--- src/rtl/assert_macros.svh ---
`ifndef ASSERT_MACROS_SVH
`define ASSERT_MACROS_SVH

// Assertions sampled on the rising clock edge; MBSP_ASSERT is held off during reset, MBSP_ASSERT_ALWAYS is not.
`ifndef SYNTHESIS
`define MBSP_ASSERT(label, clk, rst_n, prop, msg) \
    label: assert property (@(posedge clk) disable iff (!rst_n) prop) else $error(msg);
`define MBSP_ASSERT_ALWAYS(label, clk, prop, msg) \
    label: assert property (@(posedge clk) prop) else $error(msg);
`else
`define MBSP_ASSERT(label, clk, rst_n, prop, msg)
`define MBSP_ASSERT_ALWAYS(label, clk, prop, msg)
`endif

`endif

--- src/rtl/mbsp_pkg.sv ---
package mbsp_pkg;

    localparam logic [7:0] RealtimeFirst = 8'hF8;
    localparam logic [7:0] SysexStart    = 8'hF0;
    localparam logic [7:0] SysexEnd      = 8'hF7;
    localparam logic [7:0] NoteOffHi     = 8'h80;
    localparam logic [7:0] ProgramHi     = 8'hC0;
    localparam logic [7:0] PressureHi    = 8'hD0;
    localparam logic [7:0] PitchBendHi   = 8'hE0;
    localparam logic [7:0] ChannelMask   = 8'h0F;

    typedef enum logic [2:0] {
        EK_ABSORBED  = 3'd0,
        EK_MESSAGE   = 3'd1,
        EK_REALTIME  = 3'd2,
        EK_ERROR     = 3'd3,
        EK_SYSEX_ON  = 3'd4,
        EK_SYSEX_OFF = 3'd5
    } t_event_kind;

    // Number of data bytes that complete a message under this status.
    function automatic logic [1:0] needed_data(input logic [7:0] st);
        logic [7:0] hi;
        hi = st & ~ChannelMask;
        if (hi == ProgramHi || hi == PressureHi) begin
            return 2'd1;
        end else if (hi >= NoteOffHi && hi <= PitchBendHi) begin
            return 2'd2;
        end
        return 2'd0;
    endfunction

endpackage

--- src/rtl/mbsp_in_if.sv ---
interface mbsp_in_if;
    logic        valid;
    logic        ready;
    logic [7:0]  data_byte;
    logic [31:0] time_ms;

    modport source (output valid, output data_byte, output time_ms, input ready);
    modport sink (input valid, input data_byte, input time_ms, output ready);
endinterface

--- src/rtl/mbsp_out_if.sv ---
interface mbsp_out_if;
    logic        valid;
    logic        ready;
    logic [2:0]  event_kind;
    logic [7:0]  evt_status;
    logic [7:0]  evt_type;
    logic [4:0]  evt_channel;
    logic [6:0]  evt_data1;
    logic [6:0]  evt_data2;
    logic [31:0] last_event_time;
    logic [31:0] byte_total;
    logic [31:0] message_total;
    logic [31:0] realtime_total;
    logic [31:0] error_total;
    logic [7:0]  current_running_status;

    modport source (
        output valid, input ready,
        output event_kind, output evt_status, output evt_type, output evt_channel,
        output evt_data1, output evt_data2, output last_event_time,
        output byte_total, output message_total, output realtime_total,
        output error_total, output current_running_status
    );
    modport sink (
        input valid, output ready,
        input event_kind, input evt_status, input evt_type, input evt_channel,
        input evt_data1, input evt_data2, input last_event_time,
        input byte_total, input message_total, input realtime_total,
        input error_total, input current_running_status
    );
endinterface

--- src/rtl/midi_byte_stream_parser.sv ---
// Channel   Direction  Contents
// i_in      in         data_byte, time_ms
// o_out     out        event kind, last event fields, four counters, running status
// i_cfg_*   in         enable (write only)
//
// Parser state and the result register load at the same edge.
// A new word is taken in every cycle in which the result register is empty or being read.
// A stalled result holds, and the next word waits until it is read.
// Synchronous active-low reset clears all state and sets enable.
`include "assert_macros.svh"

module midi_byte_stream_parser
    import mbsp_pkg::*;
(
    input  logic        i_clk,
    input  logic        i_rst_n,
    input  logic        i_cfg_we,
    input  logic        i_cfg_wdata,
    mbsp_in_if.sink     i_in,
    mbsp_out_if.source  o_out
);

    logic        r_enable;
    logic [7:0]  r_run_stat, n_run_stat;
    logic [7:0]  r_pend_stat, n_pend_stat;
    logic [6:0]  r_pb0, n_pb0, r_pb1, n_pb1;
    logic [1:0]  r_pend_fill, n_pend_fill;
    logic [1:0]  r_exp_fill, n_exp_fill;
    logic        r_sysex, n_sysex;
    logic [31:0] r_cnt_byte, n_cnt_byte;
    logic [31:0] r_cnt_msg, n_cnt_msg;
    logic [31:0] r_cnt_rt, n_cnt_rt;
    logic [31:0] r_cnt_err, n_cnt_err;
    logic [7:0]  r_rec_stat, n_rec_stat;
    logic [6:0]  r_rec_d0, n_rec_d0, r_rec_d1, n_rec_d1;
    logic [31:0] r_rec_time, n_rec_time;
    t_event_kind r_kind, n_kind;
    logic        r_out_valid;
    logic        w_accept;

    logic [7:0]  w_st;
    logic [1:0]  w_need;
    logic [1:0]  w_fill;
    logic [6:0]  w_d0, w_d1;
    logic [7:0]  b;

    assign i_in.ready = !r_out_valid || o_out.ready;
    assign w_accept   = i_in.valid && i_in.ready;
    assign b          = i_in.data_byte;

    always_comb begin
        n_run_stat  = r_run_stat;
        n_pend_stat = r_pend_stat;
        n_pb0       = r_pb0;
        n_pb1       = r_pb1;
        n_pend_fill = r_pend_fill;
        n_exp_fill  = r_exp_fill;
        n_sysex     = r_sysex;
        n_cnt_byte  = r_cnt_byte;
        n_cnt_msg   = r_cnt_msg;
        n_cnt_rt    = r_cnt_rt;
        n_cnt_err   = r_cnt_err;
        n_rec_stat  = r_rec_stat;
        n_rec_d0    = r_rec_d0;
        n_rec_d1    = r_rec_d1;
        n_rec_time  = r_rec_time;
        n_kind      = EK_ABSORBED;
        w_st        = (r_pend_stat != 8'd0) ? r_pend_stat : r_run_stat;
        w_need      = (r_pend_stat != 8'd0) ? r_exp_fill : needed_data(r_run_stat);
        w_fill      = r_pend_fill;
        w_d0        = 7'd0;
        w_d1        = 7'd0;
        if (r_enable) begin
            n_cnt_byte = r_cnt_byte + 32'd1;
            priority if (b >= RealtimeFirst) begin
                n_cnt_rt   = r_cnt_rt + 32'd1;
                n_rec_time = i_in.time_ms;
                n_rec_stat = b;
                n_rec_d0   = 7'd0;
                n_rec_d1   = 7'd0;
                n_kind     = EK_REALTIME;
            end else if (b == SysexStart) begin
                n_sysex     = 1'b1;
                n_pend_fill = 2'd0;
                n_exp_fill  = 2'd0;
                n_pend_stat = 8'd0;
                n_kind      = EK_SYSEX_ON;
            end else if (b == SysexEnd) begin
                n_sysex = 1'b0;
                n_kind  = EK_SYSEX_OFF;
            end else if (r_sysex) begin
                n_kind = EK_ABSORBED;
            end else if (b[7]) begin
                n_pend_stat = b;
                n_pend_fill = 2'd0;
                n_exp_fill  = needed_data(b);
                if (needed_data(b) != 2'd0) begin
                    n_run_stat = b;
                    n_kind     = EK_ABSORBED;
                end else begin
                    n_cnt_err = r_cnt_err + 32'd1;
                    n_kind    = EK_ERROR;
                end
            end else begin
                if (w_st != 8'd0 && w_need != 2'd0 && w_fill < 2'd2) begin
                    if (w_fill[0]) begin
                        n_pb1 = b[6:0];
                    end else begin
                        n_pb0 = b[6:0];
                    end
                    w_fill      = w_fill + 2'd1;
                    n_pend_fill = w_fill;
                    w_d0        = n_pb0;
                    w_d1        = n_pb1;
                end
                priority if (w_st == 8'd0 || w_need == 2'd0 || w_fill > w_need) begin
                    n_cnt_err = r_cnt_err + 32'd1;
                    n_kind    = EK_ERROR;
                end else if (w_fill >= w_need) begin
                    n_cnt_msg   = r_cnt_msg + 32'd1;
                    n_rec_time  = i_in.time_ms;
                    n_rec_stat  = w_st;
                    n_rec_d0    = w_d0;
                    n_rec_d1    = (w_need > 2'd1) ? w_d1 : 7'd0;
                    n_pend_fill = 2'd0;
                    n_pend_stat = r_run_stat;
                    n_exp_fill  = needed_data(r_run_stat);
                    n_kind      = EK_MESSAGE;
                end else begin
                    n_kind = EK_ABSORBED;
                end
            end
        end
    end

    always_ff @(posedge i_clk) begin
        if (!i_rst_n) begin
            r_enable    <= 1'b1;
            r_run_stat  <= 8'd0;
            r_pend_stat <= 8'd0;
            r_pb0       <= 7'd0;
            r_pb1       <= 7'd0;
            r_pend_fill <= 2'd0;
            r_exp_fill  <= 2'd0;
            r_sysex     <= 1'b0;
            r_cnt_byte  <= 32'd0;
            r_cnt_msg   <= 32'd0;
            r_cnt_rt    <= 32'd0;
            r_cnt_err   <= 32'd0;
            r_rec_stat  <= 8'd0;
            r_rec_d0    <= 7'd0;
            r_rec_d1    <= 7'd0;
            r_rec_time  <= 32'd0;
            r_kind      <= EK_ABSORBED;
            r_out_valid <= 1'b0;
        end else begin
            if (i_cfg_we) begin
                r_enable <= i_cfg_wdata;
            end
            if (w_accept) begin
                r_run_stat  <= n_run_stat;
                r_pend_stat <= n_pend_stat;
                r_pb0       <= n_pb0;
                r_pb1       <= n_pb1;
                r_pend_fill <= n_pend_fill;
                r_exp_fill  <= n_exp_fill;
                r_sysex     <= n_sysex;
                r_cnt_byte  <= n_cnt_byte;
                r_cnt_msg   <= n_cnt_msg;
                r_cnt_rt    <= n_cnt_rt;
                r_cnt_err   <= n_cnt_err;
                r_rec_stat  <= n_rec_stat;
                r_rec_d0    <= n_rec_d0;
                r_rec_d1    <= n_rec_d1;
                r_rec_time  <= n_rec_time;
                r_kind      <= n_kind;
                r_out_valid <= 1'b1;
            end else if (o_out.ready) begin
                r_out_valid <= 1'b0;
            end
        end
    end

    // The state registers change only when a new result loads, so they serve as the result.
    always_comb begin
        o_out.valid                  = r_out_valid;
        o_out.event_kind             = r_kind;
        o_out.evt_status             = r_rec_stat;
        o_out.evt_data1              = r_rec_d0;
        o_out.evt_data2              = r_rec_d1;
        o_out.last_event_time        = r_rec_time;
        o_out.byte_total             = r_cnt_byte;
        o_out.message_total          = r_cnt_msg;
        o_out.realtime_total         = r_cnt_rt;
        o_out.error_total            = r_cnt_err;
        o_out.current_running_status = r_run_stat;
        o_out.evt_type               = 8'd0;
        o_out.evt_channel            = 5'd0;
        if (r_rec_stat >= RealtimeFirst) begin
            o_out.evt_type = r_rec_stat;
        end else if (r_rec_stat != 8'd0) begin
            o_out.evt_type    = r_rec_stat & ~ChannelMask;
            o_out.evt_channel = {1'b0, r_rec_stat[3:0]} + 5'd1;
        end
    end

    `MBSP_ASSERT(a_msg_count, i_clk, i_rst_n, w_accept |=> ((r_cnt_msg != $past(r_cnt_msg)) == (r_kind == EK_MESSAGE)), "message count out of step with event kind")
    `MBSP_ASSERT(a_err_count, i_clk, i_rst_n, w_accept |=> ((r_cnt_err != $past(r_cnt_err)) == (r_kind == EK_ERROR)), "error count out of step with event kind")
    `MBSP_ASSERT(a_disabled, i_clk, i_rst_n, (w_accept && !r_enable) |=> (r_cnt_byte == $past(r_cnt_byte) && r_kind == EK_ABSORBED), "disabled parser changed state")
    `MBSP_ASSERT_ALWAYS(a_fill_range, i_clk, !i_rst_n || r_pend_fill != 2'd3, "pending fill out of range")

endmodule
--- src/flat_wrapper.sv ---
// flat-port wrapper written by rule: the top's interface ports become plain ports
module midi_byte_stream_parser_flat import mbsp_pkg::*;
  (i_clk, i_rst_n, i_cfg_we, i_cfg_wdata, i_in_valid, i_in_data_byte, i_in_time_ms, i_in_ready, o_out_valid, o_out_ready, o_out_event_kind, o_out_evt_status, o_out_evt_type, o_out_evt_channel, o_out_evt_data1, o_out_evt_data2, o_out_last_event_time, o_out_byte_total, o_out_message_total, o_out_realtime_total, o_out_error_total, o_out_current_running_status);
  mbsp_in_if i_in_i ();
  mbsp_out_if o_out_i ();
  input  logic i_clk;
  input  logic i_rst_n;
  input  logic i_cfg_we;
  input  logic i_cfg_wdata;
  input wire logic [$bits(i_in_i.valid)-1:0] i_in_valid;
  input wire logic [$bits(i_in_i.data_byte)-1:0] i_in_data_byte;
  input wire logic [$bits(i_in_i.time_ms)-1:0] i_in_time_ms;
  output wire logic [$bits(i_in_i.ready)-1:0] i_in_ready;
  output wire logic [$bits(o_out_i.valid)-1:0] o_out_valid;
  input wire logic [$bits(o_out_i.ready)-1:0] o_out_ready;
  output wire logic [$bits(o_out_i.event_kind)-1:0] o_out_event_kind;
  output wire logic [$bits(o_out_i.evt_status)-1:0] o_out_evt_status;
  output wire logic [$bits(o_out_i.evt_type)-1:0] o_out_evt_type;
  output wire logic [$bits(o_out_i.evt_channel)-1:0] o_out_evt_channel;
  output wire logic [$bits(o_out_i.evt_data1)-1:0] o_out_evt_data1;
  output wire logic [$bits(o_out_i.evt_data2)-1:0] o_out_evt_data2;
  output wire logic [$bits(o_out_i.last_event_time)-1:0] o_out_last_event_time;
  output wire logic [$bits(o_out_i.byte_total)-1:0] o_out_byte_total;
  output wire logic [$bits(o_out_i.message_total)-1:0] o_out_message_total;
  output wire logic [$bits(o_out_i.realtime_total)-1:0] o_out_realtime_total;
  output wire logic [$bits(o_out_i.error_total)-1:0] o_out_error_total;
  output wire logic [$bits(o_out_i.current_running_status)-1:0] o_out_current_running_status;
  assign i_in_i.valid = i_in_valid;
  assign i_in_i.data_byte = i_in_data_byte;
  assign i_in_i.time_ms = i_in_time_ms;
  assign i_in_ready = i_in_i.ready;
  assign o_out_valid = o_out_i.valid;
  assign o_out_i.ready = o_out_ready;
  assign o_out_event_kind = o_out_i.event_kind;
  assign o_out_evt_status = o_out_i.evt_status;
  assign o_out_evt_type = o_out_i.evt_type;
  assign o_out_evt_channel = o_out_i.evt_channel;
  assign o_out_evt_data1 = o_out_i.evt_data1;
  assign o_out_evt_data2 = o_out_i.evt_data2;
  assign o_out_last_event_time = o_out_i.last_event_time;
  assign o_out_byte_total = o_out_i.byte_total;
  assign o_out_message_total = o_out_i.message_total;
  assign o_out_realtime_total = o_out_i.realtime_total;
  assign o_out_error_total = o_out_i.error_total;
  assign o_out_current_running_status = o_out_i.current_running_status;
  midi_byte_stream_parser u_core (.i_clk(i_clk), .i_rst_n(i_rst_n), .i_cfg_we(i_cfg_we), .i_cfg_wdata(i_cfg_wdata), .i_in(i_in_i), .o_out(o_out_i));
endmodule
--- config.mk ---
export PLATFORM = sky130hd
export DESIGN_NAME = midi_byte_stream_parser_flat
export DESIGN_NICKNAME = d
export VERILOG_FILES = /design/src/rtl/mbsp_pkg.sv /design/src/rtl/mbsp_in_if.sv /design/src/rtl/mbsp_out_if.sv /design/src/rtl/midi_byte_stream_parser.sv /design/src/flat_wrapper.sv
export VERILOG_INCLUDE_DIRS = /design/src /design/src/rtl
export SDC_FILE = /design/constraint.sdc
export NUM_CORES = 1
export LEC_CHECK = 0
export ABC_AREA = 1
export ABC_CLOCK_PERIOD_IN_PS = 4200
export BUFFER_PORTS_ARGS = -buffer_cell sky130_fd_sc_hd__clkbuf_2
export CAP_MARGIN = 25
export CORE_UTILIZATION = 40
export CTS_CLUSTER_SIZE = 25
export DETAILED_ROUTE_END_ITERATION = 12
export GPL_TIMING_DRIVEN = 0
export SLEW_MARGIN = 5
export SYNTH_ARGS = -nofsm -noshare
export SYNTH_HDL_FRONTEND = slang
export SYNTH_SLANG_ARGS = --single-unit
--- constraint.sdc ---
create_clock -name i_clk -period 4.2 [get_ports i_clk]
set_input_delay 1.05 -clock i_clk [delete_from_list [all_inputs] [get_ports i_clk]]
set_output_delay 1.05 -clock i_clk [all_outputs]
set_load 0.02 [all_outputs]
==> flow_results.xml, run 1 <==
<?xml version="1.0" encoding="UTF-8"?>
<metrics>
  <group name="cells_and_area">
    <metric name="area.growth.synth_to_final" unit="%">21.65</metric>
    <metric name="fin_nets" unit="">2156</metric>
    <metric name="antenna-diode-count" unit="">0</metric>
    <metric name="fill_cells" unit="">3092</metric>
    <metric name="final_layout_size_suffix_gt1_frac" unit="">0.1575</metric>
    <metric name="fin_util" unit="">0.4990</metric>
  </group>
  <group name="run">
    <metric name="drv.max_cap_violation_count" unit="">0</metric>
  </group>
  <group name="worst_hold_path">
    <metric name="hp-start" unit="">u_core.r_pb0[4]</metric>
    <metric name="worst_hold_path_class" unit="">reg -&gt; reg</metric>
    <metric name="timing.hold.worst_endpoint" unit="">u_core.r_pb0[4]</metric>
    <metric name="hold_depth" unit="">2</metric>
  </group>
  <group name="timing">
    <metric name="grt_setup_unrepaired" unit="">false</metric>
    <metric name="fmaxAchievable" unit="MHz">301.4</metric>
    <metric name="count_of_endpoints_failing_setup_in_the_final_report" unit="">0</metric>
    <metric name="worst_slew_margin_relative_to_its_limit" unit="">0.3774</metric>
    <metric name="final_period_minus_worst_setup_slack" unit="ns">3.318</metric>
    <metric name="timing_hold_violations_final" unit="">0</metric>
    <metric name="fin_ws" unit="ns">0.8816</metric>
    <metric name="setup_total_negative_slack" unit="ns">0</metric>
    <metric name="fraction_of_the_cycle_the_final_worst_path_needs" unit="">0.7901</metric>
    <metric name="holdWs" unit="ns">0.4469</metric>
    <metric name="timing.final.max_slew_violations" unit="">0</metric>
    <metric name="final.setup_skew" unit="ns">0.01564</metric>
    <metric name="tightest_slew" unit="ns">0.9339</metric>
  </group>
  <group name="synth">
    <metric name="yosys.cell_types.count" unit="">39</metric>
    <metric name="synth.net_count" unit="">1875</metric>
    <metric name="synth_common_cells" unit="">sky130_fd_sc_hd__nand2_1, sky130_fd_sc_hd__dfxtp_1, sky130_fd_sc_hd__nor2_1</metric>
    <metric name="synth_async_sr_flop_share" unit="">0</metric>
    <metric name="synth_top_area_cell" unit="">sky130_fd_sc_hd__dfxtp_1</metric>
    <metric name="postSynth.topFlopCell" unit="">sky130_fd_sc_hd__dfxtp_1</metric>
    <metric name="synth_top_cell_area_share" unit="">0.3735</metric>
    <metric name="synthesis.area" unit="mm2">0.01190</metric>
    <metric name="netlist_instances" unit="">1821</metric>
    <metric name="synth_edf_count" unit="">0</metric>
    <metric name="cells_taking_the_most_area_after_synthesis" unit="">sky130_fd_sc_hd__dfxtp_1, sky130_fd_sc_hd__nand2_1, sky130_fd_sc_hd__a21oi_1</metric>
    <metric name="synth.ff_latch_count" unit="">222</metric>
    <metric name="ys_warn_count" unit="">0</metric>
    <metric name="synth.yosys.seq_area_share" unit="">0.3735</metric>
    <metric name="avg_inst_size_synth" unit="um2">6.535</metric>
    <metric name="synthMostInstantiatedCell" unit="">sky130_fd_sc_hd__nand2_1</metric>
  </group>
  <group name="placed_design">
    <metric name="place.port_buffers" unit="">253</metric>
    <metric name="globalplace.congestion" unit="">0.9275</metric>
    <metric name="dpl_ws" unit="ns">0.9149</metric>
    <metric name="dp_hpwl" unit="um">29980</metric>
  </group>
  <group name="routing">
    <metric name="final_antenna_net_count" unit="">0</metric>
    <metric name="drt_drc_violations_left" unit="">0</metric>
    <metric name="routed-via-count" unit="">12922</metric>
    <metric name="wirelength" unit="um">38860</metric>
    <metric name="starting_drt_drc_count" unit="">979</metric>
    <metric name="number_of_detailed_route_iterations_in_the_first_pass" unit="">6</metric>
    <metric name="detail_route.wl_per_cell" unit="um">15.51</metric>
    <metric name="routed_via_density" unit="">5.158</metric>
  </group>
  <group name="critical_path">
    <metric name="worst_ep_required_time" unit="ns">4.58</metric>
    <metric name="critPathArrivalTime" unit="ns">3.70</metric>
    <metric name="worst_r2r_endpoint" unit="">u_core.o_out.error_total[27]</metric>
    <metric name="cp_max_fo" unit="">10</metric>
    <metric name="startpoint" unit="">u_core.r_pend_stat[6]</metric>
    <metric name="type_of_destination_of_the_critical_path" unit="">flip-flop</metric>
    <metric name="worst-setup-path-type" unit="">reg -&gt; reg</metric>
    <metric name="timing.reg2reg.setup_slack" unit="ns">0.88</metric>
    <metric name="critPathLaunchType" unit="">flip-flop</metric>
    <metric name="r2r_start" unit="">u_core.r_pend_stat[6]</metric>
    <metric name="ff2ff_path_depth" unit="">18</metric>
  </group>
  <group name="global_route">
    <metric name="first_global_vias" unit="">11903</metric>
    <metric name="wire_length_of_the_first_global_routing_pass" unit="um">61610</metric>
    <metric name="gr-total-overflow" unit="">0</metric>
    <metric name="grt_antenna_before_repair" unit="">1</metric>
    <metric name="grt.total_usage" unit="">0.2484</metric>
    <metric name="grt_start_max_net_pins" unit="">14</metric>
  </group>
  <group name="floorplan">
    <metric name="initial_core_util" unit="">0.4102</metric>
    <metric name="num_rows" unit="">62</metric>
    <metric name="dieArea" unit="mm2">0.03045</metric>
    <metric name="dieHeight" unit="um">174.5</metric>
    <metric name="io_pins" unit="">254</metric>
    <metric name="chipWidth" unit="um">174.5</metric>
    <metric name="core_ar" unit="mm2">0.02901</metric>
  </group>
  <group name="status">
    <metric name="result_of_the_run" unit="">complete, no violations</metric>
  </group>
  <group name="clock_network">
    <metric name="tritoncts" unit="">yes</metric>
    <metric name="total_of_cells_resized_after_clock_tree_synthesis" unit="">0</metric>
    <metric name="htree_levels" unit="">1</metric>
    <metric name="cts_hold_repair.buffers" unit="">0</metric>
    <metric name="clkSlewWorstSetupHoldPaths" unit="ns">0.06</metric>
    <metric name="post_cts_setup_buffer_count" unit="">0</metric>
    <metric name="cts_buffers" unit="">26</metric>
    <metric name="clock_insertion_delay_worst_skew" unit="ns">0.54</metric>
    <metric name="numClockSinks" unit="">222</metric>
    <metric name="cts_max_path_buffers" unit="">3</metric>
    <metric name="cts_root_buf" unit="">sky130_fd_sc_hd__clkbuf_16</metric>
  </group>
  <group name="power_and_ir_drop">
    <metric name="power_per_cell_area" unit="mW/mm2">420.7</metric>
    <metric name="total_power" unit="mW">6.091</metric>
    <metric name="p_leak" unit="nW">5.756</metric>
    <metric name="max-vdd-ir-drop" unit="uV">267.6</metric>
  </group>
</metrics>
[logic make-up (layout without fill, tap and decap cells)]
group / after synthesis / after routing / share of synthesized area
muxes: 1 / 1 / 0.0008412
AOI/OAI and AO/OA: 282 / 282 / 0.1216
xor gates and xnor gates: 78 / 78 / 0.05741
and+or+nand+nor: 1017 / 1017 / 0.3663
DFF: 222 / 222 / 0.3735
adders and majority gates: 8 / 8 / 0.008412
buffers and inverters: 213 / 513 / 0.07192
[through the flow]
stage	instances	instance area, um2
detailed placement	2458	13650
global placement	2458	13650
CTS	2505	14480
global route	2505	14480
floorplan	1821	11900
finish	2505	14480
[area by class of cell]
type	instances	area, um2	share of cell area
Clock buffer	44	778.2	0.05376
Tap cell	384	480.5	0.03319
Clock inverter	3	51.30	0.003544
Sequential cell	222	4444	0.3070
Timing Repair Buffer	253	1266	0.08747
Buffer	82	364.1	0.02515
Inverter	131	491.7	0.03397
Multi-Input combinational cell	1386	6600	0.4559
[cell usage in the layout (no fill, tap or decap), types with 5 or more instances in the layout]
| cell type | synthesis | layout |
|---|---|---|
| sky130_fd_sc_hd__a211oi_1 | 5 | 5 |
| sky130_fd_sc_hd__a21oi_1 | 208 | 208 |
| sky130_fd_sc_hd__buf_2 | 21 | 21 |
| sky130_fd_sc_hd__clkbuf_1 | 54 | 66 |
| sky130_fd_sc_hd__clkbuf_16 | 0 | 26 |
| sky130_fd_sc_hd__clkbuf_2 | 0 | 253 |
| sky130_fd_sc_hd__clkbuf_8 | 0 | 6 |
| sky130_fd_sc_hd__dfxtp_1 | 222 | 222 |
| sky130_fd_sc_hd__ha_1 | 8 | 8 |
| sky130_fd_sc_hd__inv_1 | 126 | 126 |
| sky130_fd_sc_hd__inv_2 | 5 | 5 |
| sky130_fd_sc_hd__nand2_1 | 538 | 538 |
| sky130_fd_sc_hd__nand2_2 | 5 | 5 |
| sky130_fd_sc_hd__nand3_1 | 103 | 103 |
| sky130_fd_sc_hd__nand3b_1 | 18 | 18 |
| sky130_fd_sc_hd__nand4_1 | 60 | 60 |
| sky130_fd_sc_hd__nor2_1 | 213 | 213 |
| sky130_fd_sc_hd__nor3_1 | 54 | 54 |
| sky130_fd_sc_hd__o21ai_0 | 56 | 56 |
| sky130_fd_sc_hd__or2_0 | 6 | 6 |
| sky130_fd_sc_hd__xnor2_1 | 25 | 25 |
| sky130_fd_sc_hd__xor2_1 | 53 | 53 |
[critical path, cell delays in order, from the launching register on]
cell and delay [ns]:
sky130_fd_sc_hd__dfxtp_1 0.33, sky130_fd_sc_hd__nor2_1 0.10, sky130_fd_sc_hd__nand2_1 0.14, sky130_fd_sc_hd__nor2_4 0.29, sky130_fd_sc_hd__nand2_1 0.09, sky130_fd_sc_hd__nand2_1 0.16, sky130_fd_sc_hd__nand2_2 0.13, sky130_fd_sc_hd__buf_2 0.22
sky130_fd_sc_hd__nand2_1 0.09, sky130_fd_sc_hd__nand2_1 0.06, sky130_fd_sc_hd__ha_1 0.30, sky130_fd_sc_hd__inv_1 0.04, sky130_fd_sc_hd__o21bai_1 0.17, sky130_fd_sc_hd__a21oi_1 0.11, sky130_fd_sc_hd__nand2_1 0.27, sky130_fd_sc_hd__nand3_1 0.24
sky130_fd_sc_hd__buf_2 0.27, sky130_fd_sc_hd__nand2_1 0.08, sky130_fd_sc_hd__a21oi_1 0.06
[layer usage]
metal / vias up / wire length [um] / global-route usage
li1: 6519 / - / -
met1: 5917 / 17610 / 0.3338
met2: 416 / 17830 / 0.4100
met3: 68 / 2378 / 0.03609
met4: 2 / 1029 / 0.07420
met5: - / 11 / 0
[registers in the layout, indices dropped and copies added (netlist names), 3 cells and up]
register and flops:
u_core.o_out.evt_data2 7, u_core.o_out.byte_total 32, u_core.r_pb0 7, u_core.o_out.message_total 32, u_core.o_out.current_running_status 8, u_core.o_out.realtime_total 32, u_core.r_pend_stat 8, u_core.o_out.evt_data1 7
u_core.r_pb1 7, u_core.o_out.last_event_time 32, u_core.o_out.evt_status 8, u_core.o_out.error_total 32, u_core.o_out.event_kind 3
[power by group]
group          internal (mW)  switching, mW  total (mW)
Sequential              2.24         0.0916        2.33
Combinational          0.441           1.12        1.56
Clock                   1.31          0.888        2.20
Total                   3.99           2.10        6.09
[worst max path at each step]
stage                                               to  depth (start not counted)
final                     u_core.o_out.error_total[27]                         18
after global routing      u_core.o_out.error_total[27]                         18
after CTS                         o_out_evt_channel[2]                          6
after detailed placement  u_core.o_out.error_total[29]                         18
after global placement    u_core.o_out.error_total[26]                         18
after floorplan                      o_out_evt_type[0]                          4
Power figures use the tool's default switching activity.
==> inputs of run 2 (changes only) <==
Settings changed: ABC_CLOCK_PERIOD_IN_PS 4200 to 2700.
Clock period 4.2 ns to 2.7 ns, I/O delays scaled along.
==> flow_results.xml, run 2 (same netlist as run 1, synthesis figures left out) <==
<?xml version="1.0" encoding="UTF-8"?>
<metrics>
  <group name="run">
    <metric name="drv.max_cap_violation_count" unit="">0</metric>
  </group>
  <group name="placed_design">
    <metric name="place.port_buffers" unit="">253</metric>
    <metric name="globalplace.congestion" unit="">0.9572</metric>
    <metric name="placedCellCount" unit="">2458</metric>
    <metric name="dp_hpwl" unit="um">29960</metric>
    <metric name="dpl_ws" unit="ns">-0.5271</metric>
  </group>
  <group name="timing">
    <metric name="timing.final.max_slew_violations" unit="">0</metric>
    <metric name="tightest_slew" unit="ns">1.044</metric>
    <metric name="timing_hold_violations_final" unit="">0</metric>
    <metric name="worst_slew_margin_relative_to_its_limit" unit="">0.3040</metric>
    <metric name="fmaxAchievable" unit="MHz">385.9</metric>
    <metric name="fraction_of_the_cycle_the_final_worst_path_needs" unit="">0.9598</metric>
    <metric name="final_period_minus_worst_setup_slack" unit="ns">2.592</metric>
    <metric name="final.setup_skew" unit="ns">0.02215</metric>
    <metric name="fin_ws" unit="ns">0.1085</metric>
    <metric name="count_of_endpoints_failing_setup_in_the_final_report" unit="">0</metric>
  </group>
  <group name="clock_network">
    <metric name="cts_hold_repair.buffers" unit="">0</metric>
    <metric name="numClockSinks" unit="">222</metric>
    <metric name="cts_buffers" unit="">26</metric>
    <metric name="cts_max_path_buffers" unit="">3</metric>
    <metric name="clock_insertion_delay_worst_skew" unit="ns">0.54</metric>
    <metric name="tritoncts" unit="">yes</metric>
    <metric name="clkSlewWorstSetupHoldPaths" unit="ns">0.06</metric>
    <metric name="cts_root_buf" unit="">sky130_fd_sc_hd__clkbuf_16</metric>
    <metric name="htree_levels" unit="">1</metric>
  </group>
  <group name="cells_and_area">
    <metric name="final_cell_mix" unit="">sky130_fd_sc_hd__nand2_1, sky130_fd_sc_hd__clkbuf_2, sky130_fd_sc_hd__dfxtp_1</metric>
    <metric name="area.growth.synth_to_final" unit="%">24.24</metric>
    <metric name="fin_util" unit="">0.5096</metric>
    <metric name="commonest_non_fill_non_tap_cell_in_the_layout" unit="">sky130_fd_sc_hd__nand2_1</metric>
    <metric name="layout.cells.non_filler" unit="">2510</metric>
    <metric name="final_layout_size_suffix_gt1_frac" unit="">0.1787</metric>
    <metric name="fin_nets" unit="">2162</metric>
    <metric name="antenna-diode-count" unit="">0</metric>
  </group>
  <group name="critical_path">
    <metric name="timing.reg2reg.setup_slack" unit="ns">0.11</metric>
    <metric name="worst_r2r_endpoint" unit="">u_core.o_out.evt_status[0]</metric>
    <metric name="critPathLaunchType" unit="">flip-flop</metric>
    <metric name="critPathArrivalTime" unit="ns">2.97</metric>
    <metric name="r2r_start" unit="">u_core.r_pend_stat[0]</metric>
    <metric name="worst_ep_required_time" unit="ns">3.08</metric>
    <metric name="type_of_destination_of_the_critical_path" unit="">flip-flop</metric>
    <metric name="ff2ff_path_depth" unit="">18</metric>
    <metric name="cp_max_fo" unit="">10</metric>
    <metric name="worst-setup-path-type" unit="">reg -&gt; reg</metric>
  </group>
  <group name="routing">
    <metric name="drt_drc_violations_left" unit="">0</metric>
    <metric name="final_antenna_net_count" unit="">0</metric>
    <metric name="routed_via_density" unit="">5.194</metric>
    <metric name="routed-via-count" unit="">13037</metric>
    <metric name="wirelength" unit="um">39220</metric>
    <metric name="number_of_detailed_route_iterations_in_the_first_pass" unit="">5</metric>
    <metric name="detail_route.wl_per_cell" unit="um">15.63</metric>
    <metric name="starting_drt_drc_count" unit="">877</metric>
  </group>
  <group name="worst_hold_path">
    <metric name="timing.hold.worst_endpoint" unit="">u_core.o_out.last_event_time[8]</metric>
    <metric name="hold_depth" unit="">3</metric>
    <metric name="hp-start" unit="">i_in_time_ms[8]</metric>
    <metric name="worst_hold_path_class" unit="">in -&gt; reg</metric>
  </group>
  <group name="floorplan">
    <metric name="dieArea" unit="mm2">0.03045</metric>
    <metric name="dieHeight" unit="um">174.5</metric>
    <metric name="initial_core_util" unit="">0.4102</metric>
    <metric name="core_ar" unit="mm2">0.02901</metric>
    <metric name="io_pins" unit="">254</metric>
    <metric name="num_rows" unit="">62</metric>
    <metric name="chipWidth" unit="um">174.5</metric>
  </group>
  <group name="global_route">
    <metric name="gr-total-overflow" unit="">0</metric>
    <metric name="grt.total_usage" unit="">0.2485</metric>
    <metric name="wire_length_of_the_first_global_routing_pass" unit="um">61810</metric>
    <metric name="first_global_vias" unit="">11844</metric>
    <metric name="grt_start_max_net_pins" unit="">13</metric>
    <metric name="grt_antenna_before_repair" unit="">0</metric>
  </group>
  <group name="power_and_ir_drop">
    <metric name="p_leak" unit="nW">5.925</metric>
    <metric name="max-vdd-ir-drop" unit="uV">527.7</metric>
    <metric name="power_per_cell_area" unit="mW/mm2">680.7</metric>
  </group>
  <group name="status">
    <metric name="result_of_the_run" unit="">complete, no violations</metric>
  </group>
</metrics>
## run 2: area by class of cell
class / count / area (um2)
Sequential cell: 222 / 4457
Clock buffer: 40 / 804.5
Inverter: 131 / 491.7
Buffer: 82 / 417.9
Multi-Input combinational cell: 1386 / 6721
Clock inverter: 6 / 82.58
Fill cell: 3043 / 14230
Tap cell: 384 / 480.5
Timing Repair Buffer: 259 / 1329
## run 2: repair_timing
| action | CTS | global route |
|---|---|---|
| gates cloned | 0 | 1 |
| setup endpoints to repair | 133 | 134 |
| pin swaps | 3 | 18 |
| setup buffers | 3 | 2 |
| resized for setup | 18 | 43 |
## run 2: worst max path at each step
stage	start	to	slack, ns	cells past startpoint
final	u_core.r_pend_stat[0]	u_core.o_out.evt_status[0]	0.11	18
after global routing	u_core.r_pend_stat[3]	u_core.o_out.last_event_time[21]	-0.04	18
after CTS	u_core.r_pend_stat[3]	u_core.o_out.error_total[16]	0.004	18
after detailed placement	u_core.r_pend_stat[5]	u_core.o_out.error_total[25]	-0.53	18
after global placement	u_core.r_pend_stat[5]	u_core.o_out.error_total[27]	-0.52	18
after floorplan	u_core.o_out.current_running_status[5]	u_core.o_out.error_total[24]	0.15	18
## run 2: power breakdown
part	switching, mW	internal, mW	leakage (nW)
clock	1.40	2.22	0.436
combinational	1.89	0.921	3.69
sequential	0.148	3.48	1.80
## run 2: stage by stage
step	hold slack [ns]	cell area [um2]	setup TNS (ns)	power (mW)
global placement	0.4321	13650	-34.29	6.069
CTS	0.3727	14620	0	9.857
detailed placement	0.4405	13650	-35.83	6.098
global route	0.3847	14780	-0.6306	10.54
floorplan	0.4233	11910	0	5.321
finish	0.3898	14780	0	10.06
## run 2: metal layers
layer  up-vias  GRT usage  part of all wire
li1       6547          -                 -
met1      6022     0.3393              0.45
met2       420     0.4128              0.46
met3        48    0.03368             0.064
met4         0    0.05811             0.017
met5         -          0                 0
## run 2: worst max-delay path, cell delays in order, from the launching register on
cell	delay, ns
sky130_fd_sc_hd__dfxtp_1	0.32
sky130_fd_sc_hd__nor2_1	0.13
sky130_fd_sc_hd__nand2_2	0.12
sky130_fd_sc_hd__o21ai_2	0.22
sky130_fd_sc_hd__nand2_4	0.09
sky130_fd_sc_hd__nand2_4	0.08
sky130_fd_sc_hd__nand2_1	0.08
sky130_fd_sc_hd__xnor2_2	0.18
sky130_fd_sc_hd__inv_1	0.06
sky130_fd_sc_hd__ha_1	0.28
sky130_fd_sc_hd__nand2_2	0.06
sky130_fd_sc_hd__inv_2	0.07
sky130_fd_sc_hd__nand3_2	0.09
sky130_fd_sc_hd__nand2_4	0.15
sky130_fd_sc_hd__nand2_4	0.08
sky130_fd_sc_hd__buf_8	0.18
sky130_fd_sc_hd__buf_6	0.14
sky130_fd_sc_hd__nand2_1	0.05
sky130_fd_sc_hd__a21oi_1	0.06
==> inputs of run 3 (changes only) <==
Settings changed: ABC_CLOCK_PERIOD_IN_PS 2700 to 2400.
Clock period 2.7 ns to 2.4 ns, I/O delays scaled along.
==> flow_results.xml, run 3 (same netlist as run 1, synthesis figures left out) <==
<?xml version="1.0" encoding="UTF-8"?>
<metrics>
  <group name="timing">
    <metric name="grt_setup_unrepaired" unit="">true</metric>
    <metric name="fmaxAchievable" unit="MHz">387.5</metric>
    <metric name="tightest_slew" unit="ns">0.9218</metric>
    <metric name="final.setup_skew" unit="ns">0.01934</metric>
    <metric name="worst_slew_margin_relative_to_its_limit" unit="">0.3855</metric>
    <metric name="fraction_of_the_cycle_the_final_worst_path_needs" unit="">1.075</metric>
    <metric name="fin_ws" unit="ns">-0.1805</metric>
    <metric name="count_of_endpoints_failing_setup_in_the_final_report" unit="">119</metric>
    <metric name="timing.final.max_slew_violations" unit="">0</metric>
    <metric name="final_period_minus_worst_setup_slack" unit="ns">2.581</metric>
    <metric name="timing_hold_violations_final" unit="">0</metric>
  </group>
  <group name="routing">
    <metric name="drt_drc_violations_left" unit="">0</metric>
    <metric name="routed_via_density" unit="">5.221</metric>
    <metric name="routed-via-count" unit="">13412</metric>
    <metric name="starting_drt_drc_count" unit="">1158</metric>
    <metric name="number_of_detailed_route_iterations_in_the_first_pass" unit="">8</metric>
    <metric name="wirelength" unit="um">41260</metric>
    <metric name="final_antenna_net_count" unit="">0</metric>
    <metric name="detail_route.wl_per_cell" unit="um">16.06</metric>
  </group>
  <group name="placed_design">
    <metric name="globalplace.congestion" unit="">0.9480</metric>
    <metric name="dpl_ws" unit="ns">-0.6830</metric>
    <metric name="placedCellCount" unit="">2458</metric>
    <metric name="dp_hpwl" unit="um">29800</metric>
    <metric name="dpl-instance-area" unit="mm2">0.01368</metric>
    <metric name="place.port_buffers" unit="">253</metric>
  </group>
  <group name="clock_network">
    <metric name="cts_hold_repair.buffers" unit="">0</metric>
    <metric name="clkSlewWorstSetupHoldPaths" unit="ns">0.06</metric>
    <metric name="clock_insertion_delay_worst_skew" unit="ns">0.55</metric>
    <metric name="numClockSinks" unit="">222</metric>
    <metric name="cts_max_path_buffers" unit="">3</metric>
    <metric name="cts_root_buf" unit="">sky130_fd_sc_hd__clkbuf_16</metric>
    <metric name="tritoncts" unit="">yes</metric>
    <metric name="cts_buffers" unit="">27</metric>
    <metric name="htree_levels" unit="">1</metric>
  </group>
  <group name="critical_path">
    <metric name="slowest_stage" unit="">sky130_fd_sc_hd__dfxtp_1</metric>
    <metric name="type_of_destination_of_the_critical_path" unit="">flip-flop</metric>
    <metric name="worst-setup-path-type" unit="">reg -&gt; reg</metric>
    <metric name="cp_max_fo" unit="">6</metric>
    <metric name="slowest_delay" unit="ns">0.35</metric>
    <metric name="r2r_start" unit="">u_core.r_pend_stat[0]</metric>
    <metric name="ff2ff_path_depth" unit="">19</metric>
    <metric name="critPathLaunchType" unit="">flip-flop</metric>
    <metric name="worst_ep_required_time" unit="ns">2.80</metric>
    <metric name="critPathArrivalTime" unit="ns">2.98</metric>
    <metric name="timing.critical_path.mode_cell" unit="">sky130_fd_sc_hd__nand2_4</metric>
    <metric name="critical_path.cell_chain" unit="">nor2_4 &gt; nand2_4 &gt; nor2_4 &gt; nand2_2 &gt; nand2_4 &gt; nand2_4 &gt; buf_6 &gt; nand2_4 &gt; nand2_2 &gt; ha_4 &gt; nand2_2 &gt; inv_2 &gt; nand3_4 &gt; nand2_4 &gt; nand2_4 &gt; buf_8 &gt; bufbuf_16 &gt; nand2_1 &gt; a21oi_1</metric>
    <metric name="startpoint" unit="">u_core.r_pend_stat[0]</metric>
    <metric name="worst_r2r_endpoint" unit="">u_core.o_out.last_event_time[19]</metric>
    <metric name="timing.reg2reg.setup_slack" unit="ns">-0.18</metric>
  </group>
  <group name="floorplan">
    <metric name="dieArea" unit="mm2">0.03045</metric>
    <metric name="core_ar" unit="mm2">0.02901</metric>
    <metric name="dieHeight" unit="um">174.5</metric>
    <metric name="initial_core_util" unit="">0.4102</metric>
    <metric name="chipWidth" unit="um">174.5</metric>
    <metric name="io_pins" unit="">254</metric>
    <metric name="num_rows" unit="">62</metric>
  </group>
  <group name="cells_and_area">
    <metric name="final_cell_mix" unit="">sky130_fd_sc_hd__nand2_1, sky130_fd_sc_hd__clkbuf_2, sky130_fd_sc_hd__nor2_1</metric>
    <metric name="antenna-diode-count" unit="">0</metric>
    <metric name="final_layout_size_suffix_gt1_frac" unit="">0.2513</metric>
    <metric name="commonest_non_fill_non_tap_cell_in_the_layout" unit="">sky130_fd_sc_hd__nand2_1</metric>
    <metric name="area.growth.synth_to_final" unit="%">36.60</metric>
    <metric name="fin_nets" unit="">2218</metric>
    <metric name="layout.cell_area.non_filler" unit="mm2">0.01626</metric>
    <metric name="layout.cells.non_filler" unit="">2569</metric>
  </group>
  <group name="status">
    <metric name="failed_checks" unit="">negative setup slack</metric>
    <metric name="result_of_the_run" unit="">finished, violations left</metric>
  </group>
  <group name="global_route">
    <metric name="gr-total-overflow" unit="">0</metric>
    <metric name="grt.total_usage" unit="">0.2553</metric>
    <metric name="first_global_vias" unit="">12070</metric>
    <metric name="grt_start_max_net_pins" unit="">15</metric>
    <metric name="wire_length_of_the_first_global_routing_pass" unit="um">63490</metric>
    <metric name="grt_antenna_before_repair" unit="">0</metric>
  </group>
  <group name="power_and_ir_drop">
    <metric name="max-vdd-ir-drop" unit="uV">621.6</metric>
    <metric name="p_leak" unit="nW">6.454</metric>
    <metric name="total_power" unit="mW">13.48</metric>
    <metric name="power.clock.fraction" unit="">0.304</metric>
    <metric name="p_int" unit="mW">8.834</metric>
    <metric name="net-switching-power" unit="mW">4.649</metric>
    <metric name="seq_power_share" unit="">0.304</metric>
    <metric name="power.share.switching" unit="">0.3448</metric>
    <metric name="power_per_cell_area" unit="mW/mm2">829.5</metric>
    <metric name="portion_of_total_power_attributed_to_combinational_logic" unit="">0.392</metric>
  </group>
  <group name="worst_hold_path">
    <metric name="worst_hold_path_class" unit="">in -&gt; reg</metric>
    <metric name="timing.hold.worst_endpoint" unit="">u_core.o_out.last_event_time[29]</metric>
    <metric name="hold_depth" unit="">3</metric>
    <metric name="hp-start" unit="">i_in_time_ms[29]</metric>
  </group>
  <group name="run">
    <metric name="drv.max_cap_violation_count" unit="">0</metric>
  </group>
</metrics>
## run 3: cell types whose count changed in the layout (fill, tap and decap cells not counted), sizes merged
cell      before  now
buf           30   82
clkbuf       351  355
clkinv         3    5
bufbuf         0    1
bufinv         2    1
clkinvlp       1    2
## run 3: per-layer routing
| layer | up-vias | GRT usage | routed length (um) |
|---|---|---|---|
| met5 | - | 0 | 0 |
| met4 | 0 | 0.04971 | 850 |
| met3 | 73 | 0.03346 | 2578 |
| met2 | 461 | 0.4286 | 19330 |
| met1 | 6204 | 0.3494 | 18500 |
| li1 | 6674 | - | - |
## run 3: power groups by stage
stage | combinational [mW] | sequential [mW] | clock, mW
floorplan | 1.71 | 4.32 | 0
global placement | 2.73 | 4.15 | 0
detailed placement | 2.76 | 4.15 | 0
CTS | 3.74 | 4.08 | 4.18
global route | 5.61 | 4.12 | 4.35
finish | 5.29 | 4.10 | 4.10
## run 3: worst max path at each step
stage,endpoint,slack (ns),depth (start not counted)
floorplan,u_core.o_out.error_total[23],-0.06,18
global placement,u_core.o_out.error_total[22],-0.65,18
global route,u_core.o_out.last_event_time[25],-0.29,19
CTS,u_core.o_out.error_total[0],-0.18,18
detailed placement,u_core.o_out.error_total[17],-0.68,18
finish,u_core.o_out.last_event_time[19],-0.18,19
## run 3: cell type report
| type | instances | area, um2 |
|---|---|---|
| Tap cell | 384 | 480.5 |
| Clock inverter | 8 | 88.84 |
| Clock buffer | 42 | 812.0 |
| Sequential cell | 222 | 4476 |
| Timing Repair Buffer | 314 | 2067 |
| Fill cell | 2872 | 12760 |
| Multi-Input combinational cell | 1386 | 7222 |
| Inverter | 131 | 509.2 |
| Buffer | 82 | 600.6 |
## run 3: worst max-delay path, delay by kind of cell (launching register included)
family | cells | cell delay, ns
flip-flops | 1 | 0.35
AO/OA/AOI/OAI | 1 | 0.05
adder cells (fa/ha/maj) | 1 | 0.30
buffers and inverters | 4 | 0.65
AND/OR/NAND/NOR | 13 | 1.07
## run 3: metrics by stage
stage                 util  setup TNS, ns  hold slack (ns)
global route        0.5603         -26.30           0.2847
finish              0.5603         -11.17           0.2929
global placement    0.4715         -59.55           0.4323
detailed placement  0.4715         -62.84           0.4394
floorplan                -         -1.285           0.4233
CTS                 0.5234         -9.391           0.2769
## run 3: timing repair
action,4_1_cts,5_1_grt
setup endpoints to repair,137,155
buffers inserted,28,18
pin swaps,25,59
gates cloned,6,12
gates resized for setup,92,175
